===== config.mk =====
export PLATFORM = sky130hd
export DESIGN_NAME = run_literal_length_encoder_core
export DESIGN_NICKNAME = d
export VERILOG_FILES = /design/src/rtl/rlle_pkg.sv /design/src/rtl/run_literal_length_encoder_core.sv /design/src/rtl/rlle_dp.sv /design/src/rtl/rlle_pack.sv /design/src/rtl/rlle_ctrl.sv
export SDC_FILE = /design/constraint.sdc
export NUM_CORES = 2
export LEC_CHECK = 0
export BUFFER_PORTS_ARGS = -buffer_cell sky130_fd_sc_hd__buf_2
export CAP_MARGIN = 20
export CORE_ASPECT_RATIO = 1.25
export CORE_MARGIN = 2
export CORE_UTILIZATION = 30
export DETAILED_ROUTE_END_ITERATION = 7
export GPL_ROUTABILITY_DRIVEN = 1
export PLACE_DENSITY_LB_ADDON = 0.3
export SETUP_SLACK_MARGIN = 0.2
export SYNTH_ARGS = -nofsm -noshare
export SYNTH_HDL_FRONTEND = slang
export SYNTH_HIERARCHICAL = 1
export SYNTH_SLANG_ARGS = --single-unit

===== constraint.sdc =====
create_clock -name clk_i -period 7.75 [get_ports clk_i]
set_clock_uncertainty 0.15 [all_clocks]
set_input_delay 1.9375 -clock clk_i [delete_from_list [all_inputs] [get_ports clk_i]]
set_output_delay 1.9375 -clock clk_i [all_outputs]
set_load 0.03 [all_outputs]

===== src/rtl/rlle_pkg.sv =====
// shared constants and types of the run/literal byte encoder
// no dependencies; imported by every module of the block
package rlle_pkg;

  // longest literal, longest run, result word size in bytes
  localparam int LIT_LIMIT = 128;
  localparam int RUN_LIMIT = 129;
  localparam int OUT_BYTES = 8;

  localparam int LIT_AW  = $clog2(LIT_LIMIT);
  localparam int LIT_CW  = $clog2(LIT_LIMIT + 1);
  localparam int RUN_W   = $clog2(RUN_LIMIT + 1);
  localparam int OUT_CW  = $clog2(OUT_BYTES + 1);
  localparam int OUT_LW  = (OUT_BYTES > 1) ? $clog2(OUT_BYTES) : 1;

  localparam logic [7:0] LIT_HDR_BASE = 8'h80;

  // source of the byte pushed into the packer
  typedef enum logic [2:0] {
    SEL_RUN_CNT,
    SEL_RUN_VAL,
    SEL_LIT_HDR,
    SEL_LIT_DATA,
    SEL_ZERO
  } byte_sel_e;

  typedef struct packed {
    logic      load_in;
    logic      run_inc;
    logic      add;
    logic      run_clear;
    logic      load_flush;
    logic      final_clear;
    logic      rd_start;
    logic      rd_next;
    byte_sel_e sel;
  } dp_cmd_t;

  typedef struct packed {
    logic run_mode;
    logic match;
    logic run_below;
    logic run_at_edge;
    logic emit_zero;
    logic rd_last;
    logic fin;
    logic term_en;
  } dp_status_t;

  typedef struct packed {
    logic push;
    logic done;
    logic fin;
  } pack_cmd_t;

  typedef struct packed {
    logic can_push;
    logic can_done;
  } pack_status_t;

endpackage


===== src/rtl/run_literal_length_encoder_core.sv =====
// top level of the run/literal byte encoder
// depends on rlle_pkg, rlle_dp, rlle_pack and rlle_ctrl
//
//   channel  | handshake              | payload
//   ---------+------------------------+------------------------------------------
//   input    | in_valid_i/in_stall_o  | data_byte_i, final_byte_i
//   output   | out_valid_o/out_stall_i| out_word_o, out_count_o, run_end_o,
//            |                        | stream_done_o
//   config   | cfg_we_i               | cfg_wdata_i (append terminator)
//
// a transaction that emits nothing (a buffered byte or a run step) runs S_IDLE,
// S_STEP and S_FIN or S_LIT_HDR; encoded bytes go one push a cycle (one store
// read port) unless the packer holds them; a run break or stream end adds states
// reset clears all control state; the literal store has no reset and is read
// only where the current literal has written it
// a stalled output word is held while the next is gathered; the controller
// waits only when a word must leave while the output is still stalled
module run_literal_length_encoder_core (
  input  logic        clk_i,
  input  logic        rst_ni,
  // configuration
  input  logic        cfg_we_i,
  input  logic        cfg_wdata_i,
  // input channel
  input  logic        in_valid_i,
  output logic        in_stall_o,
  input  logic [7:0]  data_byte_i,
  input  logic        final_byte_i,
  // output channel
  output logic        out_valid_o,
  input  logic        out_stall_i,
  output logic [63:0] out_word_o,
  output logic [3:0]  out_count_o,
  output logic        run_end_o,
  output logic        stream_done_o
);
  import rlle_pkg::*;

  dp_cmd_t      dp_cmd;
  dp_status_t   dp_status;
  pack_cmd_t    pk_cmd;
  pack_status_t pk_status;
  logic [7:0]   enc_byte;

  // sequencer: walks each transaction through run, literal and flush steps
  rlle_ctrl u_ctrl (
    .clk_i      (clk_i),
    .rst_ni     (rst_ni),
    .in_valid_i (in_valid_i),
    .in_stall_o (in_stall_o),
    .dp_i       (dp_status),
    .dp_o       (dp_cmd),
    .pk_i       (pk_status),
    .pk_o       (pk_cmd)
  );

  // segment state, literal store and byte selection
  rlle_dp u_dp (
    .clk_i        (clk_i),
    .rst_ni       (rst_ni),
    .cfg_we_i     (cfg_we_i),
    .cfg_wdata_i  (cfg_wdata_i),
    .data_byte_i  (data_byte_i),
    .final_byte_i (final_byte_i),
    .cmd_i        (dp_cmd),
    .status_o     (dp_status),
    .byte_o       (enc_byte)
  );

  // packs encoded bytes into words and holds the output register
  rlle_pack u_pack (
    .clk_i         (clk_i),
    .rst_ni        (rst_ni),
    .cmd_i         (pk_cmd),
    .byte_i        (enc_byte),
    .status_o      (pk_status),
    .out_valid_o   (out_valid_o),
    .out_stall_i   (out_stall_i),
    .out_word_o    (out_word_o),
    .out_count_o   (out_count_o),
    .run_end_o     (run_end_o),
    .stream_done_o (stream_done_o)
  );

endmodule


===== src/rtl/rlle_dp.sv =====
// encoder datapath: segment state, literal store, terminator register, byte mux
// depends on rlle_pkg; driven by rlle_ctrl, feeds rlle_pack
module rlle_dp (
  input  logic                clk_i,
  input  logic                rst_ni,
  input  logic                cfg_we_i,
  input  logic                cfg_wdata_i,
  input  logic [7:0]          data_byte_i,
  input  logic                final_byte_i,
  input  rlle_pkg::dp_cmd_t   cmd_i,
  output rlle_pkg::dp_status_t status_o,
  output logic [7:0]          byte_o
);
  import rlle_pkg::*;

  logic              term_en_q;
  logic [7:0]        in_byte_q;
  logic              fin_q;
  logic [LIT_CW-1:0] lit_len_q, lit_len_d;
  logic [7:0]        prev_q, prev_d;
  logic [1:0]        rep_q, rep_d;
  logic              run_mode_q, run_mode_d;
  logic [RUN_W-1:0]  run_len_q, run_len_d;
  logic [LIT_CW-1:0] emit_n_q, emit_n_d;
  logic [LIT_CW-1:0] rd_idx_q, rd_idx_d;

  logic [7:0]        lit_mem [LIT_LIMIT];
  logic [7:0]        rd_data_q;
  logic [LIT_AW-1:0] rd_addr;
  logic              rd_en;

  logic [1:0]        rep_new;
  logic [LIT_CW-1:0] lit_len_new;

  assign rep_new     = (lit_len_q != '0 && in_byte_q == prev_q) ? rep_q + 2'd1 : 2'd1;
  assign lit_len_new = lit_len_q + LIT_CW'(1);

  always_comb begin
    lit_len_d  = lit_len_q;
    prev_d     = prev_q;
    rep_d      = rep_q;
    run_mode_d = run_mode_q;
    run_len_d  = run_len_q;
    emit_n_d   = emit_n_q;
    rd_idx_d   = rd_idx_q;

    if (cmd_i.run_inc) begin
      run_len_d = run_len_q + RUN_W'(1);
    end
    if (cmd_i.add) begin
      prev_d = in_byte_q;
      if (rep_new == 2'd3) begin
        // triple found: earlier bytes go out as a literal, a run starts
        emit_n_d   = lit_len_q - LIT_CW'(2);
        lit_len_d  = '0;
        rep_d      = '0;
        run_mode_d = 1'b1;
        run_len_d  = RUN_W'(3);
      end else if (lit_len_new == LIT_CW'(LIT_LIMIT)) begin
        emit_n_d   = lit_len_new;
        lit_len_d  = '0;
        rep_d      = '0;
        run_mode_d = 1'b0;
        run_len_d  = '0;
      end else begin
        emit_n_d  = '0;
        lit_len_d = lit_len_new;
        rep_d     = rep_new;
      end
    end
    if (cmd_i.run_clear || cmd_i.final_clear) begin
      lit_len_d  = '0;
      rep_d      = '0;
      run_mode_d = 1'b0;
      run_len_d  = '0;
    end
    if (cmd_i.final_clear) begin
      prev_d = '0;
    end
    if (cmd_i.load_flush) begin
      emit_n_d = lit_len_q;
    end
    if (cmd_i.rd_start) begin
      rd_idx_d = LIT_CW'(1);
    end else if (cmd_i.rd_next) begin
      rd_idx_d = rd_idx_q + LIT_CW'(1);
    end
  end

  always_ff @(posedge clk_i or negedge rst_ni) begin
    if (!rst_ni) begin
      term_en_q  <= 1'b0;
      lit_len_q  <= '0;
      prev_q     <= '0;
      rep_q      <= '0;
      run_mode_q <= 1'b0;
      run_len_q  <= '0;
      emit_n_q   <= '0;
      rd_idx_q   <= '0;
    end else begin
      if (cfg_we_i) begin
        term_en_q <= cfg_wdata_i;
      end
      lit_len_q  <= lit_len_d;
      prev_q     <= prev_d;
      rep_q      <= rep_d;
      run_mode_q <= run_mode_d;
      run_len_q  <= run_len_d;
      emit_n_q   <= emit_n_d;
      rd_idx_q   <= rd_idx_d;
    end
  end

  // input transaction payload
  always_ff @(posedge clk_i) begin
    if (cmd_i.load_in) begin
      in_byte_q <= data_byte_i;
      fin_q     <= final_byte_i;
    end
  end

  // literal store, one write and one registered read port
  assign rd_addr = cmd_i.rd_start ? '0 : rd_idx_q[LIT_AW-1:0];
  assign rd_en   = cmd_i.rd_start || cmd_i.rd_next;

  always_ff @(posedge clk_i) begin
    if (cmd_i.add) begin
      lit_mem[lit_len_q[LIT_AW-1:0]] <= in_byte_q;
    end
  end

  always_ff @(posedge clk_i) begin
    if (rd_en) begin
      rd_data_q <= lit_mem[rd_addr];
    end
  end

  always_comb begin
    case (cmd_i.sel)
      SEL_RUN_CNT:  byte_o = 8'(run_len_q - RUN_W'(2));
      SEL_RUN_VAL:  byte_o = prev_q;
      SEL_LIT_HDR:  byte_o = LIT_HDR_BASE + 8'(emit_n_q) - 8'd1;
      SEL_LIT_DATA: byte_o = rd_data_q;
      SEL_ZERO:     byte_o = 8'h00;
      default:      byte_o = 8'h00;
    endcase
  end

  assign status_o.run_mode    = run_mode_q;
  assign status_o.match       = (in_byte_q == prev_q);
  assign status_o.run_below   = (run_len_q < RUN_W'(RUN_LIMIT));
  assign status_o.run_at_edge = (run_len_q == RUN_W'(RUN_LIMIT - 1));
  assign status_o.emit_zero   = (emit_n_q == '0);
  assign status_o.rd_last     = (rd_idx_q == emit_n_q);
  assign status_o.fin         = fin_q;
  assign status_o.term_en     = term_en_q;

endmodule


===== src/rtl/rlle_pack.sv =====
// byte packer and output register: gathers encoded bytes into result words
// depends on rlle_pkg; takes push and done commands from rlle_ctrl
module rlle_pack (
  input  logic                  clk_i,
  input  logic                  rst_ni,
  input  rlle_pkg::pack_cmd_t   cmd_i,
  input  logic [7:0]            byte_i,
  output rlle_pkg::pack_status_t status_o,
  output logic                  out_valid_o,
  input  logic                  out_stall_i,
  output logic [63:0]           out_word_o,
  output logic [3:0]            out_count_o,
  output logic                  run_end_o,
  output logic                  stream_done_o
);
  import rlle_pkg::*;

  logic [OUT_BYTES*8-1:0] acc_q, acc_d;
  logic [OUT_CW-1:0]      cnt_q, cnt_d;
  logic                   out_valid_q, out_valid_d;
  logic [63:0]            word_q;
  logic [3:0]             count_q;
  logic                   run_end_q, stream_done_q;
  logic                   out_free, full, send;
  logic [OUT_LW-1:0]      lane;

  assign out_free = !out_valid_q || !out_stall_i;
  assign full     = (cnt_q == OUT_CW'(OUT_BYTES));
  assign send     = (cmd_i.push && full) || (cmd_i.done && cnt_q != '0);
  assign lane     = cnt_q[OUT_LW-1:0];

  assign status_o.can_push = !full || out_free;
  assign status_o.can_done = (cnt_q == '0) || out_free;

  always_comb begin
    acc_d       = acc_q;
    cnt_d       = cnt_q;
    out_valid_d = out_valid_q && out_stall_i;
    if (cmd_i.push) begin
      if (full) begin
        // full word leaves only once more bytes are known to follow
        acc_d       = '0;
        acc_d[7:0]  = byte_i;
        cnt_d       = OUT_CW'(1);
      end else begin
        acc_d[8*lane +: 8] = byte_i;
        cnt_d              = cnt_q + OUT_CW'(1);
      end
    end
    if (cmd_i.done) begin
      acc_d = '0;
      cnt_d = '0;
    end
    if (send) begin
      out_valid_d = 1'b1;
    end
  end

  always_ff @(posedge clk_i or negedge rst_ni) begin
    if (!rst_ni) begin
      acc_q       <= '0;
      cnt_q       <= '0;
      out_valid_q <= 1'b0;
    end else begin
      acc_q       <= acc_d;
      cnt_q       <= cnt_d;
      out_valid_q <= out_valid_d;
    end
  end

  always_ff @(posedge clk_i) begin
    if (send) begin
      word_q        <= 64'(acc_q);
      count_q       <= 4'(cnt_q);
      run_end_q     <= cmd_i.done;
      stream_done_q <= cmd_i.done && cmd_i.fin;
    end
  end

  assign out_valid_o   = out_valid_q;
  assign out_word_o    = word_q;
  assign out_count_o   = count_q;
  assign run_end_o     = run_end_q;
  assign stream_done_o = stream_done_q;

endmodule


===== src/rtl/rlle_ctrl.sv =====
// encoder controller: sequences one input transaction through run, literal
// and flush emission; depends on rlle_pkg, drives rlle_dp and rlle_pack
module rlle_ctrl (
  input  logic                   clk_i,
  input  logic                   rst_ni,
  input  logic                   in_valid_i,
  output logic                   in_stall_o,
  input  rlle_pkg::dp_status_t   dp_i,
  output rlle_pkg::dp_cmd_t      dp_o,
  input  rlle_pkg::pack_status_t pk_i,
  output rlle_pkg::pack_cmd_t    pk_o
);
  import rlle_pkg::*;

  typedef enum logic [9:0] {
    S_IDLE     = 10'b00_0000_0001,
    S_STEP     = 10'b00_0000_0010,
    S_RUN_HI   = 10'b00_0000_0100,
    S_RUN_LO   = 10'b00_0000_1000,
    S_ADD      = 10'b00_0001_0000,
    S_LIT_HDR  = 10'b00_0010_0000,
    S_LIT_BODY = 10'b00_0100_0000,
    S_FIN      = 10'b00_1000_0000,
    S_TERM     = 10'b01_0000_0000,
    S_DONE     = 10'b10_0000_0000
  } state_e;

  state_e state_q, state_d;
  logic   fin_phase_q, fin_phase_d;
  logic   add_pend_q, add_pend_d;

  assign in_stall_o = (state_q != S_IDLE);

  always_comb begin
    state_d     = state_q;
    fin_phase_d = fin_phase_q;
    add_pend_d  = add_pend_q;
    dp_o        = '0;
    dp_o.sel    = SEL_ZERO;
    pk_o        = '0;
    pk_o.fin    = dp_i.fin;

    case (state_q)
      S_IDLE: begin
        fin_phase_d = 1'b0;
        if (in_valid_i) begin
          dp_o.load_in = 1'b1;
          state_d      = S_STEP;
        end
      end
      S_STEP: begin
        if (dp_i.run_mode && dp_i.match && dp_i.run_below) begin
          dp_o.run_inc = 1'b1;
          add_pend_d   = 1'b0;
          state_d      = dp_i.run_at_edge ? S_RUN_HI : S_FIN;
        end else if (dp_i.run_mode) begin
          add_pend_d = 1'b1;
          state_d    = S_RUN_HI;
        end else begin
          dp_o.add = 1'b1;
          state_d  = S_LIT_HDR;
        end
      end
      S_RUN_HI: begin
        dp_o.sel = SEL_RUN_CNT;
        if (pk_i.can_push) begin
          pk_o.push = 1'b1;
          state_d   = S_RUN_LO;
        end
      end
      S_RUN_LO: begin
        dp_o.sel = SEL_RUN_VAL;
        if (pk_i.can_push) begin
          pk_o.push      = 1'b1;
          dp_o.run_clear = 1'b1;
          if (fin_phase_q) begin
            state_d = S_TERM;
          end else if (add_pend_q) begin
            state_d = S_ADD;
          end else begin
            state_d = S_FIN;
          end
        end
      end
      S_ADD: begin
        dp_o.add = 1'b1;
        state_d  = S_LIT_HDR;
      end
      S_LIT_HDR: begin
        dp_o.sel = SEL_LIT_HDR;
        if (dp_i.emit_zero) begin
          if (fin_phase_q) begin
            state_d = S_TERM;
          end else if (!dp_i.fin && pk_i.can_done) begin
            pk_o.done = 1'b1;
            state_d   = S_IDLE;
          end else begin
            state_d = S_FIN;
          end
        end else if (pk_i.can_push) begin
          pk_o.push     = 1'b1;
          dp_o.rd_start = 1'b1;
          state_d       = S_LIT_BODY;
        end
      end
      S_LIT_BODY: begin
        dp_o.sel = SEL_LIT_DATA;
        if (pk_i.can_push) begin
          pk_o.push    = 1'b1;
          dp_o.rd_next = 1'b1;
          if (dp_i.rd_last) begin
            state_d = fin_phase_q ? S_TERM : S_FIN;
          end
        end
      end
      S_FIN: begin
        if (!dp_i.fin) begin
          if (pk_i.can_done) begin
            pk_o.done = 1'b1;
            state_d   = S_IDLE;
          end
        end else begin
          fin_phase_d = 1'b1;
          if (dp_i.run_mode) begin
            state_d = S_RUN_HI;
          end else begin
            dp_o.load_flush = 1'b1;
            state_d         = S_LIT_HDR;
          end
        end
      end
      S_TERM: begin
        dp_o.sel = SEL_ZERO;
        if (!dp_i.term_en) begin
          dp_o.final_clear = 1'b1;
          state_d          = S_DONE;
        end else if (pk_i.can_push) begin
          pk_o.push        = 1'b1;
          dp_o.final_clear = 1'b1;
          state_d          = S_DONE;
        end
      end
      S_DONE: begin
        if (pk_i.can_done) begin
          pk_o.done = 1'b1;
          state_d   = S_IDLE;
        end
      end
      default: begin
        state_d = S_IDLE;
      end
    endcase
  end

  always_ff @(posedge clk_i or negedge rst_ni) begin
    if (!rst_ni) begin
      state_q     <= S_IDLE;
      fin_phase_q <= 1'b0;
      add_pend_q  <= 1'b0;
    end else begin
      state_q     <= state_d;
      fin_phase_q <= fin_phase_d;
      add_pend_q  <= add_pend_d;
    end
  end

endmodule

Yosys cells after proc, flatten, opt, wreduce, memory -nomap -nowiden
Memories as Yosys holds them, arrays and structs flattened. A register that Yosys moved wholly into a read port is not among the register bits. Cells that the tools add are included.

Bits in registers: 204. Latch bits: 0. RAM bits: 1024. Bits in read-only memories: 0. Input bits: 15. Output and inout bits: 72. Word-level logic and storage cells: 185. Memories kept: 1.

$add $sub $neg: 10. Multipliers: 0. Divide/modulo/power cells: 0. $lt $le $gt $ge: 1. Eq/ne operators: 28. Shift-type cells: 2. Multiplexer cells: 87. Bitwise logic cells: 0. Reductions and logical operators: 36.

Memories: u_dp.lit_mem (depth 128, bits a word 8, read ports 1, clocked after memory_dff 1, write ports 1, line rlle_dp.sv:27) `logic [7:0] lit_mem [LIT_LIMIT];`.

Operators by type and width (number): 64-bit 2-to-1 mux (3); 8-bit 2-to-1 mux (20); 10-bit 2-to-1 mux (12); 10-bit case mux with 10 select lines (1); 64-bit bitwise mux (1); 8-bit by 34-bit variable shift with 64-bit output, first input constant (1); 8-bit by 34-bit variable part select with 64-bit output (1); 6-bit negator with 34-bit output (1); 8-bit case mux with 4 select lines (1); 1-bit 2-to-1 mux (31); 9-bit 2-to-1 mux (3); 8-bit by 1-bit adder with 8-bit output, second input constant (3); 8-bit equality test (2); 8-bit equality test, second input constant (2); 8-bit by 2-bit subtractor with 8-bit output, second input constant (2); 2-bit nonzero test (7); 4-bit 2-to-1 mux (3); 3-bit case mux with 4 select lines (1); 10-bit by 1-bit equality test with 1-bit output, second input constant (1); 10-bit equality test, second input constant (1); 10-bit by 2-bit equality test with 1-bit output, second input constant (1); 10-bit by 3-bit equality test with 1-bit output, second input constant (1); 10-bit by 4-bit equality test with 1-bit output, second input constant (1); 10-bit by 5-bit equality test with 1-bit output, second input constant (1); 34 further kinds (63).

Depth between registers and ports, before layout
Depth in word-level cells: 11. Mapped depth: 17. Gate-level depth less buffers: 12.

Cells and area by module
The synthesis kept the hierarchy.

By module, submodules not included: rlle_dp (instances 1, cells each 2866, area each 44312.5 um^2, sequential area each 32361.0 um^2); rlle_pack (instances 1, cells each 305, area each 4983.5 um^2, sequential area each 3828.7 um^2); rlle_ctrl (instances 1, cells each 119, area each 969.7 um^2, sequential area each 301.5 um^2).

Worst setup path after synthesis
No wires, ideal clock.

Path kind: in2reg. Start point: input out_stall_i. End point: register u_pack.count_q[0], in the netlist u_pack/out_count_o[0], enable pin. Library setup time: 434 ps. Data arrival time: 4444 ps. Data required time: 7166 ps. Setup slack: 2722 ps. Cell stages on the path: 6. Path buffers: 1. Cell sequence: nand3_1 inv_1 nor2_1 clkbuf_1 and3_1 o22a_1.

RTL lines: start: declaration (line run_literal_length_encoder_core.sv:31) `input logic out_stall_i,`; end signal: assignment (line rlle_pack.sv:74) `count_q <= 4'(cnt_q);`; end: declaration (line rlle_pack.sv:22) `logic [3:0] count_q;`.

==> results.sh <==
export IMPL_syn_inst=3290
export IMPL_final_seq_area_mm2=0.0365
export IMPL_drc=0
export IMPL_initial_core_util=0.303
export IMPL_crit_type="reg -> reg"
export IMPL_outcome="finished clean"
export IMPL_relSlewSlack=0.232
export IMPL_multiInputGateArea_mm2=0.0127
export IMPL_grt_usage=0.163
export IMPL_reg2regPathDepth=10
export IMPL_grt_pass1_vias=28896
export IMPL_p_per_area_mw_per_mm2=312
export IMPL_die_width_um=370
export IMPL_numCtsBuffers=119
export IMPL_clock_root_buffer="clkbuf_16"
export IMPL_path_depth=10
export IMPL_avgSynthCellArea_um2=15.3
export IMPL_ys_flop_type="edfxtp_1"
export IMPL_tns_ns=0
export IMPL_ys_ff_latch=1236
export IMPL_worstPathMaxFanout=31
export IMPL_crit_family="simple AND/OR/NAND/NOR gates"
export IMPL_core_area_mm2=0.166
export IMPL_vias=29511
export IMPL_grt_setup_unrepaired="false"
export IMPL_io_buffers=86
export IMPL_dr_pass1_iters=6
export IMPL_ctsHoldBuffers=0
export IMPL_peakVddDrop_uv=223
export IMPL_hold_viol=0
export IMPL_ys_async_sr_fraction=0.101
export IMPL_report_final_slew_viol_count=0
export IMPL_tightestPinTransition_ns=1.15
export IMPL_wl_per_cell_um=25.1
export IMPL_setup_violations=0
export IMPL_fillers=15905
export IMPL_syn_to_final_growth_pct=13.2
export IMPL_overflow=0
export IMPL_htreeDepth=3
export IMPL_syn_nets=3324
export IMPL_critPathRequiredTime_ns=8.05
export IMPL_gp_congestion=0.898
export IMPL_crit_chain="or4_1 -> nor4b_1 -> nor3_2 -> nor2b_4 -> buf_4 -> mux2i_1 -> a221oi_1 -> or4_1 -> o211ai_1 -> a32oi_1"
export IMPL_hpwl_um=89800
export IMPL_arrival_ns=5.84
export IMPL_p_total_mw=17.7
export IMPL_path_common_cell="or4_1"
export IMPL_total_leakage_power_nw=19.5
export IMPL_synth_edff_count=1111
export IMPL_grt_pass1_wl_um=206000
export IMPL_die_area_mm2=0.171
export IMPL_drive_above_1_share=0.131
export IMPL_drtAntennaViolNets=0
export IMPL_fmax_mhz=180
export IMPL_cts_resized=0
export IMPL_antenna_found_initial=2
export IMPL_drv_cap=0
export IMPL_cts_sinks=1236
export IMPL_crit_path_start_kind="flop"
export IMPL_nets=3376
export IMPL_cts_clk_slew_worst_paths_ns=0.07
export IMPL_slowest_stage="nor4b_1"
export IMPL_holdWs_ns=0.290
export IMPL_ys_warn_count=6
export IMPL_critPathMaxStageDelay_ns=0.87
export IMPL_die_h_um=462
export IMPL_hold_depth=0
export IMPL_placed_area_mm2=0.0531
export IMPL_fin_area_mm2=0.0569
export IMPL_rows=167
export IMPL_io_pins=87
export IMPL_worstHoldPathType="reg -> reg"
export IMPL_cp_num_buf_inv=1
export IMPL_period_needed_ns=5.55
export IMPL_end_kind="flop"
export IMPL_via_per_inst=5.23
export IMPL_synthesis_area_mm2=0.0503
export IMPL_synth_cell_type_count=86
export IMPL_grt_max_degree=123
export IMPL_clk_latency_ns=0.76
export IMPL_postRouteWirelength_um=142000
export IMPL_drtIter0Drc=2821
export IMPL_synth_seq_area_share=0.726
export IMPL_fin_crit_sh=0.716
export IMPL_cts_tree="yes"
export IMPL_post_cts_buffers=0
export IMPL_clock_path_buffers=3
-- layout make-up --
cell class | instances | area share
well taps | 2197 | 0.0483
diodes | 1 | 0.0000440
multi-input cells | 1806 | 0.224
repair buffers | 151 | 0.0173
inverters | 28 | 0.00185
flip-flops and latches | 1236 | 0.641
clock inverters | 79 | 0.0122
clock buffers | 145 | 0.0551
-- cell usage after synthesis, types with 19 or more instances --
| cell type | n | share of area |
|---|---|---|
| xnor2_1 | 31 | 0.0054 |
| a211oi_1 | 35 | 0.0052 |
| inv_1 | 27 | 0.0020 |
| a31oi_1 | 36 | 0.0045 |
| o22ai_1 | 51 | 0.0063 |
| o21ai_0 | 99 | 0.0099 |
| nor2b_1 | 37 | 0.0046 |
| nand2_1 | 203 | 0.015 |
| o211ai_1 | 27 | 0.0040 |
| ha_1 | 19 | 0.0047 |
| a21oi_1 | 105 | 0.010 |
| mux2i_1 | 260 | 0.052 |
| a32o_1 | 24 | 0.0048 |
| mux2_2 | 58 | 0.013 |
| nand2b_1 | 30 | 0.0037 |
| a32oi_1 | 19 | 0.0033 |
| edfxtp_1 | 1111 | 0.66 |
| clkbuf_1 | 110 | 0.0082 |
| a22oi_1 | 59 | 0.0088 |
| and2_1 | 19 | 0.0024 |
| a22o_1 | 55 | 0.0096 |
| buf_1 | 31 | 0.0023 |
| nand3_1 | 62 | 0.0062 |
| a221oi_1 | 53 | 0.0092 |
| nor2_1 | 236 | 0.018 |
| o221ai_1 | 66 | 0.011 |
| buf_2 | 57 | 0.0057 |
| dfrtp_1 | 124 | 0.062 |
-- layer usage --
layer,global-route usage,vias up,part of all wire
li1,-,13022,-
met1,0.213,15216,0.42
met2,0.275,1065,0.49
met3,0.0209,208,0.055
met4,0.0645,0,0.037
met5,0,-,0
-- logic make-up after synthesis --
kind of cell	after synthesis	share of synthesized area
muxes	331	0.0704
adders and majority gates	19	0.00473
buffers and inverters	248	0.0220
xor gates and xnor gates	48	0.00836
DFF	1236	0.726
and+or+nand+nor	697	0.0669
AOI/OAI and AO/OA	711	0.102
-- sequential cells by signal (all words and copies together), names as in the netlist, 2 cells and up --
register / count
u_dp/rd_idx_q: 8
u_dp/run_len_q: 8
u_pack/cnt_q: 4
u_pack/out_word_o: 64
u_dp/emit_n_q: 8
u_dp/lit_len_q: 8
u_dp/lit_mem: 1024
u_dp/rd_data_q: 8
u_dp/rep_q: 2
u_pack/out_count_o: 4
u_dp/in_byte_q: 8
u_ctrl/state_q: 10
u_pack/acc_q: 64
u_dp/prev_q: 8
-- worst paths after layout --
kind	startpoint	to	slack [ns]
hold / removal	u_pack/acc_q[58]	u_pack/out_word_o[58]	0.29
setup / recovery	u_dp/emit_n_q[4]	u_dp/rd_data_q[1]	2.20
setup reg to reg	u_dp/emit_n_q[4]	u_dp/rd_data_q[1]	2.20
hold reg to reg	u_pack/acc_q[58]	u_pack/out_word_o[58]	0.29
max in group asynchronous	rst_ni	u_dp/rd_idx_q[0]	4.80
min in group asynchronous	rst_ni	u_pack/acc_q[60]	1.09
-- cells in the final DEF, fill, tap and decap left out, types with 12 or more instances in the layout --
master,instances
nor2_1,236
a311oi_1,12
nand4_1,12
mux4_2,12
buf_2,85
xor2_1,17
nand2b_1,28
clkinv_1,21
edfxtp_1,1111
a221oi_1,53
nor3_1,14
clkinv_2,29
inv_1,27
o22ai_1,51
o21ai_0,98
xnor2_1,31
ha_1,19
nand2_1,202
o221ai_1,66
and2_1,19
clkbuf_16,121
clkbuf_1,22
a31oi_1,36
mux2_2,58
a32o_1,24
a32oi_1,19
mux2i_1,260
dfrtp_1,121
buf_4,60
nor2b_1,32
a211oi_1,35
nand3_1,62
a22o_1,55
a22oi_1,59
a21oi_1,105
o211ai_1,27
-- metrics by stage --
step	cells	util	setup slack [ns]
floorplan	3290	-	2.72
global placement	5416	0.319	1.78
detailed placement	5416	0.319	1.59
CTS	5640	0.342	2.18
global route	5643	0.343	2.00
finish	5643	0.343	2.20
-- power by group --
| part | switching (mW) | internal, mW |
|---|---|---|
| sequential | 0.231 | 7.78 |
| clock | 2.56 | 3.14 |
| combinational | 2.80 | 1.23 |
| total | 5.58 | 12.1 |
No activity file was read; power rests on OpenSTA's default activity.
